===== src/rtl/assert_macros.svh =====
// Assertion helpers shared by the RTL. Each macro expects clk and rst_n in scope.
`ifndef ASSERT_MACROS_SVH
`define ASSERT_MACROS_SVH

// Same-cycle implication.
`define SBC_ASSERT_NOW(lbl, ante, cons, msg) \
  lbl: assert property (@(posedge clk) disable iff (!rst_n) (ante) |-> (cons)) \
    else $error(msg);

// Next-cycle implication.
`define SBC_ASSERT_NEXT(lbl, ante, cons, msg) \
  lbl: assert property (@(posedge clk) disable iff (!rst_n) (ante) |=> (cons)) \
    else $error(msg);

`endif


===== src/rtl/sbc_pkg.sv =====
package sbc_pkg;

  localparam int MAX_BUCKETS = 16;
  localparam int BKT_W       = $clog2(MAX_BUCKETS);
  localparam int NB_W        = BKT_W + 1;
  localparam int CNT_W       = 21;
  localparam logic [CNT_W-1:0] MAX_BATCH = CNT_W'(1048576);

  localparam int QDEPTH = 4;
  localparam int QPTR_W = 2;
  localparam int QCNT_W = 3;

  localparam logic MODE_LOAD     = 1'b0;
  localparam logic MODE_CLASSIFY = 1'b1;
  localparam logic KIND_PLACE    = 1'b0;
  localparam logic KIND_REPORT   = 1'b1;

  typedef struct packed {
    logic               mode;
    logic [BKT_W-1:0]   table_index;
    logic signed [31:0] value;
    logic               last_value;
  } sbc_in_t;

  typedef struct packed {
    logic             kind;
    logic [BKT_W-1:0] bucket;
    logic [CNT_W-1:0] amount;
    logic             final_result;
  } sbc_out_t;

  // Classified value on its way from front to back.
  typedef struct packed {
    logic [BKT_W-1:0] bucket;
    logic             last;
  } sbc_class_t;

  // Clamp the register to 1..MAX_BUCKETS.
  function automatic logic [NB_W-1:0] active_count(input logic [4:0] bu);
    logic [NB_W-1:0] n;
    if (bu == 5'd0) begin
      n = NB_W'(1);
    end else if (bu > 5'(MAX_BUCKETS)) begin
      n = NB_W'(MAX_BUCKETS);
    end else begin
      n = NB_W'(bu);
    end
    return n;
  endfunction

endpackage


===== src/rtl/sbc_front.sv =====
module sbc_front
  import sbc_pkg::*;
(
  input  logic             clk,
  input  logic             in_valid,
  output logic             in_ready,
  input  sbc_in_t          in_data,
  input  logic [NB_W-1:0]  n_active,
  input  logic             q_full,
  output logic             q_push,
  output sbc_class_t       q_item
);

  logic signed [31:0] split_r [MAX_BUCKETS];
  logic [MAX_BUCKETS-1:0] hit;
  logic [BKT_W-1:0] bkt;
  logic accept;

  assign in_ready = !q_full;
  assign accept   = in_valid && in_ready;
  assign q_push   = accept && (in_data.mode == MODE_CLASSIFY);

  // Load the splitter entry; no reset, entries are undefined until loaded.
  always_ff @(posedge clk) begin
    if (accept && (in_data.mode == MODE_LOAD)) begin
      split_r[in_data.table_index] <= in_data.value;
    end
  end

  // Compare against every active splitter in parallel, take the first hit.
  always_comb begin
    for (int i = 0; i < MAX_BUCKETS; i++) begin
      hit[i] = (NB_W'(i) < n_active) && (in_data.value <= split_r[i]);
    end
    bkt = BKT_W'(n_active - NB_W'(1));
    for (int i = MAX_BUCKETS - 1; i >= 0; i--) begin
      if (hit[i]) begin
        bkt = BKT_W'(i);
      end
    end
  end

  assign q_item.bucket = bkt;
  assign q_item.last   = in_data.last_value;

endmodule


===== src/rtl/sbc_fifo.sv =====
`include "assert_macros.svh"

module sbc_fifo
  import sbc_pkg::*;
(
  input  logic       clk,
  input  logic       rst_n,
  input  logic       push,
  input  sbc_class_t push_item,
  output logic       full,
  input  logic       pop,
  output logic       valid,
  output sbc_class_t pop_item
);

  sbc_class_t         mem_r [QDEPTH];
  logic [QPTR_W-1:0]  wr_ptr_r;
  logic [QPTR_W-1:0]  rd_ptr_r;
  logic [QCNT_W-1:0]  count_r;
  logic [QCNT_W-1:0]  count_nxt;

  assign full     = (count_r == QCNT_W'(QDEPTH));
  assign valid    = (count_r != '0);
  assign pop_item = mem_r[rd_ptr_r];

  always_comb begin
    count_nxt = count_r;
    if (push && !pop) begin
      count_nxt = count_r + QCNT_W'(1);
    end else if (pop && !push) begin
      count_nxt = count_r - QCNT_W'(1);
    end
  end

  always_ff @(posedge clk) begin
    if (push) begin
      mem_r[wr_ptr_r] <= push_item;
    end
  end

  always_ff @(posedge clk) begin
    if (!rst_n) begin
      wr_ptr_r <= '0;
      rd_ptr_r <= '0;
      count_r  <= '0;
    end else begin
      if (push) begin
        wr_ptr_r <= wr_ptr_r + QPTR_W'(1);
      end
      if (pop) begin
        rd_ptr_r <= rd_ptr_r + QPTR_W'(1);
      end
      count_r <= count_nxt;
    end
  end

  `SBC_ASSERT_NOW(a_fifo_bound, 1'b1, count_r <= QCNT_W'(QDEPTH), "queue over depth")
  `SBC_ASSERT_NEXT(a_fifo_grow, push && !pop, count_r == $past(count_r) + QCNT_W'(1), "queue lost a push")

endmodule


===== src/rtl/sbc_back.sv =====
`include "assert_macros.svh"

module sbc_back
  import sbc_pkg::*;
(
  input  logic            clk,
  input  logic            rst_n,
  input  logic [NB_W-1:0] n_active,
  input  logic            q_valid,
  input  sbc_class_t      q_item,
  output logic            q_pop,
  output logic            out_valid,
  input  logic            out_ready,
  output sbc_out_t        out_data
);

  localparam logic ST_RUN = 1'b0;
  localparam logic ST_RPT = 1'b1;

  logic             state_r;
  logic [BKT_W-1:0] rpt_idx_r;
  logic [CNT_W-1:0] counts_r [MAX_BUCKETS];
  logic             out_valid_r;
  sbc_out_t         out_data_r;

  logic             advance;
  logic             load_rpt;
  logic             rpt_final;
  logic [BKT_W-1:0] rd_addr;
  logic [CNT_W-1:0] cnt_rd;

  assign advance   = !out_valid_r || out_ready;
  assign q_pop     = (state_r == ST_RUN) && q_valid && advance;
  assign load_rpt  = (state_r == ST_RPT) && advance;
  assign rpt_final = (NB_W'(rpt_idx_r) == n_active - NB_W'(1));
  assign rd_addr   = (state_r == ST_RPT) ? rpt_idx_r : q_item.bucket;
  assign cnt_rd    = counts_r[rd_addr];

  always_ff @(posedge clk) begin
    if (!rst_n) begin
      state_r     <= ST_RUN;
      rpt_idx_r   <= '0;
      out_valid_r <= 1'b0;
      for (int i = 0; i < MAX_BUCKETS; i++) begin
        counts_r[i] <= '0;
      end
    end else begin
      if (q_pop || load_rpt) begin
        out_valid_r <= 1'b1;
      end else if (out_ready) begin
        out_valid_r <= 1'b0;
      end
      if (q_pop) begin
        // Slot is the count before this value; saturate at the batch limit.
        if (cnt_rd < MAX_BATCH) begin
          counts_r[q_item.bucket] <= cnt_rd + CNT_W'(1);
        end
        if (q_item.last) begin
          state_r   <= ST_RPT;
          rpt_idx_r <= '0;
        end
      end
      if (load_rpt) begin
        if (rpt_final) begin
          state_r <= ST_RUN;
          for (int i = 0; i < MAX_BUCKETS; i++) begin
            counts_r[i] <= '0;
          end
        end else begin
          rpt_idx_r <= rpt_idx_r + BKT_W'(1);
        end
      end
    end
  end

  always_ff @(posedge clk) begin
    if (q_pop) begin
      out_data_r.kind         <= KIND_PLACE;
      out_data_r.bucket       <= q_item.bucket;
      out_data_r.amount       <= cnt_rd;
      out_data_r.final_result <= !q_item.last;
    end else if (load_rpt) begin
      out_data_r.kind         <= KIND_REPORT;
      out_data_r.bucket       <= rpt_idx_r;
      out_data_r.amount       <= cnt_rd;
      out_data_r.final_result <= rpt_final;
    end
  end

  assign out_valid = out_valid_r;
  assign out_data  = out_data_r;

  `SBC_ASSERT_NOW(a_back_sat, q_pop || load_rpt, cnt_rd <= MAX_BATCH, "count past batch limit")
  `SBC_ASSERT_NEXT(a_back_clear, load_rpt && rpt_final,
                   (counts_r[0] == '0) && (state_r == ST_RUN), "counts kept after report")

endmodule


===== src/rtl/splitter_bucket_classifier.sv =====
// Channel   Direction  Handshake              Moves
// in_       input      in_valid / in_ready    one request: splitter load or value to classify
// out_      output     out_valid / out_ready  one placement or one bucket count report
// cfg (APB) input      psel/penable/pready    buckets_in_use at byte address 0
//
// A request is taken while the queue has room; the front classifies a value in the cycle
// it is taken (sixteen parallel splitter compares) and queues it, four deep.
// While out_ready does not stall it, the back emits one placement per cycle through its
// single count read port; a batch-end value then holds the back for one count report per
// active bucket (buckets_in_use clamped to 1..16), one report per cycle while not stalled.
// A splitter load produces nothing and does not enter the queue.
// Reset (rst_n, synchronous) clears the queue, all bucket counts and the output valid flag,
// and sets buckets_in_use to 16; the splitter table keeps no reset value.
// Either side may stall: the queue and the output register decouple front and back.
module splitter_bucket_classifier
  import sbc_pkg::*;
(
  input  logic        clk,
  input  logic        rst_n,
  input  logic        in_valid,
  output logic        in_ready,
  input  sbc_in_t     in_data,
  output logic        out_valid,
  input  logic        out_ready,
  output sbc_out_t    out_data,
  input  logic        psel,
  input  logic        penable,
  input  logic        pwrite,
  input  logic [2:0]  paddr,
  input  logic [31:0] pwdata,
  output logic [31:0] prdata,
  output logic        pready
);

  localparam logic REG_BUCKETS_IN_USE = 1'b0;

  logic [4:0]      buckets_in_use_r;
  logic [NB_W-1:0] n_active;
  logic            cfg_write;

  logic       q_full;
  logic       q_push;
  logic       q_pop;
  logic       q_valid;
  sbc_class_t q_in;
  sbc_class_t q_out;

  // Configuration: write on the access cycle, read back combinationally.
  assign pready    = 1'b1;
  assign cfg_write = psel && penable && pwrite;

  always_ff @(posedge clk) begin
    if (!rst_n) begin
      buckets_in_use_r <= 5'd16;
    end else if (cfg_write && (paddr[2] == REG_BUCKETS_IN_USE)) begin
      buckets_in_use_r <= pwdata[4:0];
    end
  end

  assign prdata = (paddr[2] == REG_BUCKETS_IN_USE) ? {27'd0, buckets_in_use_r} : '0;

  // Zero acts as one active bucket; anything above the table size acts as all of it.
  assign n_active = active_count(buckets_in_use_r);

  sbc_front u_front (
    .clk      (clk),
    .in_valid (in_valid),
    .in_ready (in_ready),
    .in_data  (in_data),
    .n_active (n_active),
    .q_full   (q_full),
    .q_push   (q_push),
    .q_item   (q_in)
  );

  sbc_fifo u_fifo (
    .clk       (clk),
    .rst_n     (rst_n),
    .push      (q_push),
    .push_item (q_in),
    .full      (q_full),
    .pop       (q_pop),
    .valid     (q_valid),
    .pop_item  (q_out)
  );

  sbc_back u_back (
    .clk       (clk),
    .rst_n     (rst_n),
    .n_active  (n_active),
    .q_valid   (q_valid),
    .q_item    (q_out),
    .q_pop     (q_pop),
    .out_valid (out_valid),
    .out_ready (out_ready),
    .out_data  (out_data)
  );

endmodule


===== config.mk =====
export PLATFORM = sky130hd
export DESIGN_NAME = splitter_bucket_classifier
export DESIGN_NICKNAME = d
export VERILOG_FILES = /design/src/rtl/sbc_pkg.sv /design/src/rtl/sbc_front.sv /design/src/rtl/sbc_fifo.sv /design/src/rtl/sbc_back.sv /design/src/rtl/splitter_bucket_classifier.sv
export VERILOG_INCLUDE_DIRS = /design/src /design/src/rtl
export SDC_FILE = /design/constraint.sdc
export NUM_CORES = 2
export LEC_CHECK = 0
export BUFFER_PORTS_ARGS = -buffer_cell sky130_fd_sc_hd__buf_2
export CAP_MARGIN = 40
export CELL_PAD_IN_SITES_DETAIL_PLACEMENT = 1
export CELL_PAD_IN_SITES_GLOBAL_PLACEMENT = 2
export CORE_MARGIN = 8
export CORE_UTILIZATION = 44
export DETAILED_ROUTE_END_ITERATION = 8
export PLACE_DENSITY = 0.77
export SYNTH_ARGS = -nofsm -noshare
export SYNTH_HDL_FRONTEND = slang
export SYNTH_SLANG_ARGS = --single-unit

===== constraint.sdc =====
create_clock -name clk -period 6.1 [get_ports clk]
set_input_delay 1.525 -clock clk [delete_from_list [all_inputs] [get_ports clk]]
set_output_delay 1.525 -clock clk [all_outputs]
set_load 0.005 [all_outputs]

### After elaboration in Yosys (flattened, before gate mapping)

Memory sizes are Yosys's and may differ from the RTL's. A register that Yosys moved wholly into a read port is not among the register bits.
Index checks and enable logic that the tools add are counted.
W data, S select, Z words.

| storage, ports and cells | value |
|---|---|
| register bits after elaboration | 45 |
| memory bits (writable) | 868 |
| input port bits | 80 |
| output and inout bits | 62 |
| logic and storage cells | 184 |
| memories | 3 |

Memory list:

| name | depth | bits a word | read ports | clocked after memory_dff | wr ports | line | text |
|---|---|---|---|---|---|---|---|
| u_front.split_r | 16 | 32 | 16 | 0 | 1 | sbc_front.sv:14 | `logic signed [31:0] split_r [MAX_BUCKETS];` |
| u_back.counts_r | 16 | 21 | 1 | 0 | 16 | sbc_back.sv:22 | `logic [CNT_W-1:0] counts_r [MAX_BUCKETS];` |
| u_fifo.mem_r | 4 | 5 | 1 | 1 | 1 | sbc_fifo.sv:16 | `sbc_class_t mem_r [QDEPTH];` |

| operators by class | value |
|---|---|
| add/subtract/negate cells | 7 |
| order comparisons | 34 |
| eq/ne operators | 2 |
| mux-type cells | 68 |
| bitwise gates (word level) | 19 |
| reduce and logical (&&, ||, !) cells | 40 |

Operator list:

| operator | count |
|---|---|
| $le A32 B32 Y1 | 16 |
| $mux W21 | 17 |
| $mux W4 | 22 |
| $mux W26 | 2 |
| $lt A4 B5 Y1 const A | 8 |
| $logic_and A1 B1 Y1 | 27 |
| $add A21 B1 Y21 const B | 1 |
| $lt A21 B21 Y1 const B | 1 |
| $reduce_or A21 Y1 | 1 |
| $lt A3 B5 Y1 const A | 4 |
| $mux W1 | 20 |
| $or A1 B1 Y1 | 16 |
| $mux W5 | 3 |
| $lt A1 B5 Y1 const A | 2 |
| $lt A2 B5 Y1 const A | 2 |
| $mux W3 | 2 |
| $reduce_bool A2 Y1 | 3 |
| $eq A4 B5 Y1 | 1 |
| $gt A5 B5 Y1 const B | 1 |
| $logic_not A1 Y1 | 5 |
| $logic_not A5 Y1 | 1 |
| $sub A5 B1 Y5 const B | 1 |
| $add A2 B1 Y2 const B | 2 |
| $add A4 B1 Y4 const B | 1 |
| 7 further kinds | 11 |

### Logic depth before layout (Yosys ltp)

| logic depth | value |
|---|---|
| depth after elaboration | 21 |
| depth in mapped cells | 18 |
| mapped depth without buffers | 13 |

### Modules after synthesis

A second synthesis with hierarchy kept.

| unflattened totals | value |
|---|---|
| cells, all modules | 3782 |
| area, all modules | 47232.8 µm² |

By module, submodules not included:

| module | times used | cells an instance | area each (µm²) |
|---|---|---|---|
| sbc_front | 1 | 2471 | 29037.8 |
| sbc_back | 1 | 1177 | 16512.1 |
| sbc_fifo | 1 | 69 | 1171.1 |
| splitter_bucket_classifier | 1 | 65 | 511.7 |

### Least setup slack after synthesis

No wires, ideal clock.

| path | value |
|---|---|
| path kind | input to register |
| start point | input in_valid |
| end point | memory u_front.split_r[0][0] (enable) |
| setup time | 461 ps |
| arrival time | 4433 ps |
| setup slack | 1206 ps |
| stages | 4 |
| buffers on the path | 0 |
| cell sequence | nand2_1 -> or2_2 -> or3_1 -> nor3_1 |

| between the ends | value |
|---|---|
| cells in the longest elaborated chain, start to end | 4 |

RTL lines:

| element | line | text |
|---|---|---|
| from (decl) | splitter_bucket_classifier.sv:20 | `input logic in_valid,` |
| $logic_and A1 B1 Y1 | sbc_front.sv:20 | `assign accept = in_valid && in_ready;` |
| $logic_and A1 B1 Y1 | sbc_front.sv:25 | `if (accept && (in_data.mode == MODE_LOAD)) begin` |
| $mux W1 | sbc_front.sv:25 |  |
| $mux W1 (not written as such) | sbc_front.sv:26 | `split_r[in_data.table_index] <= in_data.value;` |
| to (decl) | sbc_front.sv:14 |  |

Every way passes these cells.

==> results.py <==
metrics = {
    "run_status": {
        "status": "finished clean",
    },
    "power_and_ir_drop": {
        "vdd_drop_max_mv": 0.2107,
        "powerDensity_nw_per_um2": 342.4,
        "p_leak_nw": 22.83,
    },
    "setup_path": {
        "timing.critical_path.buf_inv": 1,
        "worstSetupStartpointType": "flip-flop",
        "critical_path.max_stage_delay_ps": 680,
        "crit_type": "reg -> reg",
        "setup.worst_path.end_class": "flip-flop",
        "worstPathCellList": "mux4_2 -> mux2_4 -> mux4_1 -> a22oi_1 -> nand3_1 -> ha_1 -> or4b_1 -> nor4_4 -> nand3b_1 -> xnor2_2 -> buf_4 -> nor2_1",
        "cp.arrival_ps": 5590,
        "cp.depth": 12,
        "worst_ep_required_time_ps": 6510,
        "path_delay_family": "multiplexers",
        "worst_path_max_delay_cell": "mux4_2",
        "crit_fanout": 31,
        "rr_worst_depth": 12,
    },
    "finish": {
        "stdcell_area_sq_um": 54230,
        "register_area_sq_um": 27270,
        "syn_to_final_growth_pct": 14.97,
        "utilization_pct": 50.80,
        "stdcell_count": 5597,
        "multiInputGateArea_sq_um": 17310,
        "drive_above_1_share_pct": 14.08,
        "fillers": 10890,
        "finalNetCount": 4703,
    },
    "min_path": {
        "min_path_cells": 2,
        "worstHoldPathType": "reg -> reg",
    },
    "sta": {
        "setup_tns_ps": 0,
        "worst_slew_pin_slew_ps": 901.9,
        "fin_crit_ps": 5184,
        "clock_skew_ps": 28.38,
        "hold_viol": 0,
        "setup_viol": 0,
        "max_freq_mhz": 192.9,
        "max_slew_margin_pct": 39.47,
        "whs_ps": 452.8,
        "timing.final.crit_share_pct": 84.98,
        "maxSlewViolCount": 0,
        "rsz0062_at_grt": "false",
    },
    "detailed_routing": {
        "wl_per_cell_um": 23.32,
        "drc_errors": 0,
        "vias": 30910,
        "drt-initial-drc-count": 2210,
        "vias_per_cell": 5.522,
        "ant_nets": 0,
        "drtPass1Iterations": 7,
        "wirelength_um": 130500,
    },
    "global_routing": {
        "grt_pass1_wl_um": 198900,
        "grt_max_degree": 39,
        "antenna_found_initial": 9,
        "grt_pass1_vias": 32400,
        "grt.overflow.total": 0,
        "track_usage_pct": 22.12,
    },
    "logic_synthesis": {
        "synth_compound_area_share_pct": 7.409,
        "postSynth.asyncResetShare_pct": 0,
        "synth-seq-cells": 915,
        "synthAdderAreaFrac_pct": 13.86,
        "synth_cell_types": 98,
        "synth_edf_count": 894,
        "netlist_instances": 3794,
        "synth_mux_area_share_pct": 3.902,
        "syn_area_per_cell_sq_um": 12.43,
        "ys_warn_count": 0,
        "yosys.area_share.xor_xnor_pct": 0.6446,
        "synth_area_sq_um": 47170,
        "ys.flop_type": "edfxtp_1",
        "synth-simple-area-share_pct": 10.38,
        "ys_seq_area_share_pct": 57.81,
        "synth_top_family_by_area": "adder cells",
    },
    "floorplanning": {
        "ios": 142,
        "rows": 120,
        "design.core.area_sq_um": 106800,
        "die_w_um": 343.4,
        "start_util_pct": 44.19,
        "die_y_um": 343.4,
        "dieArea_sq_um": 117900,
    },
    "cts": {
        "htree_num_levels": 3,
        "cts_resized": 0,
        "cts_sinks": 915,
        "path_clk_slew_ps": 60,
        "cts_tree": "built",
        "ctsHoldBuffers": 0,
        "worstSkewPairLatency_ps": 680,
        "cts_buffer_depth": 3,
        "cts_inserted_buffers": 104,
        "cts_root_buffer": "clkbuf_16",
        "post_cts_buffers": 0,
    },
    "placement": {
        "gp_routability_congestion": 0.8102,
        "dpl-instance-area_sq_um": 50750,
        "io_buffers": 84,
        "dpl.hpwl_um": 92160,
        "placed_cells": 5398,
    },
    "flow_run": {
        "max-cap-violations": 0,
    },
}
state kept, by name, indices dropped and copies added (netlist names), named ones only:
name and flops:
u_fifo.count_r 3, u_back.state_r 1, buckets_in_use_r 5, u_back.counts_r 336, u_fifo.rd_ptr_r 2, u_front.split_r 512
u_back.out_data 27, u_fifo.wr_ptr_r 2, u_fifo.mem_r 20, u_back.out_valid 1, u_back.rpt_idx_r 4
layout by cell type (no fill, tap or decap), types with 16 or more instances in the layout:
cell,count
and3_1,26
dfxtp_1,21
nor2b_1,44
nor3_1,32
a22oi_1,22
nor2_2,23
nand3_1,66
a211oi_1,20
a21o_1,90
nand4_1,97
nand2_1,225
mux2i_1,33
clkinv_1,24
clkinv_2,22
clkbuf_16,107
a311oi_1,16
buf_4,201
inv_1,534
conb_1,28
mux4_1,23
edfxtp_1,894
mux4_2,35
o21a_1,22
nand2b_1,18
a21oi_1,146
nor4_1,16
ha_1,521
nor2_1,405
buf_2,85
o21ai_0,78
per-layer routing:
| layer | track usage (%) | routed length (um) | vias up |
|---|---|---|---|
| li1 | - | - | 14340 |
| met5 | 0 | 13 | - |
| met3 | 3.177 | 7169 | 151 |
| met4 | 4.766 | 2099 | 2 |
| met1 | 32.57 | 62930 | 15770 |
| met2 | 34.78 | 58340 | 640 |
synthesized netlist by cell type (11+ instances only):
cell         n  area (sq um)
o21a_1      22         165.2
mux4_1      23         604.3
a2111oi_0   12         105.1
edfxtp_1   894         26850
nand3_1     66         330.3
a21o_1      91         683.2
o21ai_0     78         390.4
o211ai_1    14         105.1
nand2b_1    18         112.6
xnor2_1     12         105.1
a221oi_1    11         96.34
buf_4       45         337.8
a311oi_1    16         140.1
buf_2       34         170.2
clkbuf_1    41         153.9
mux2i_1     34         340.3
and2_1      12         75.07
mux4_2      35         788.3
nor4_1      17         106.4
a211oi_1    20         150.1
and3_1      26         162.7
a22oi_1     22         165.2
a31oi_1     12         75.07
dfxtp_1     21         420.4
a21oi_1    147         735.7
nor2b_1     44         275.3
inv_1      534          2004
nor2_1     417          1565
ha_1       521          6519
nor3_1      36         180.2
nand2_1    225         844.6
nand4_1     97         606.8
nor2_2      20         125.1
per-stage QoR:
step	worst slack, ps	total power [W]
after floorplan	1206	0.01042
after global placement	466.0	0.01221
after detailed placement	538.5	0.01232
after CTS	950.2	0.01874
after global routing	685.8	0.01930
final	916.1	0.01857
power by group:
part           switching, W  internal [W]
Combinational       0.00313       0.00163
Clock               0.00260       0.00378
Sequential         0.000119       0.00730
cell type report:
class	count	share of cell area, %
flip-flops and latches	915	50.28
multi-input cells	2239	31.92
clock buffers	128	5.212
repair buffers	307	4.453
inverters	534	3.696
well taps	1403	3.237
clock inverters	68	1.186
diodes	3	0.01384
kinds of logic after synthesis:
group,after synthesis
and+or+nand+nor,1039
DFF,915
buffers and inverters,666
adders and majority gates,522
AOI/OAI and AO/OA,522
muxes,101
xor gates and xnor gates,27
other,2
final timing paths:
kind	from	end	slack [ps]
hold / removal	u_back.out_data[26]$_SDFFE_PP0P_	u_back.out_data[26]$_SDFFE_PP0P_	450
setup reg to reg	flip-flop	u_back.counts_r[13][16]$_SDFFCE_PN0P_	920
hold reg to reg	u_back.out_data[26]$_SDFFE_PP0P_	u_back.out_data[26]$_SDFFE_PP0P_	450
setup / recovery	flip-flop	u_back.counts_r[13][16]$_SDFFCE_PN0P_	920
tightest hold or removal path, delay by kind of cell, from the launching register on:
kind,cells,cell delay (ps)
flops,1,310
buf+inv,1,50
compound gates,1,50
Note: power is estimated with default switching activity, not from simulation.
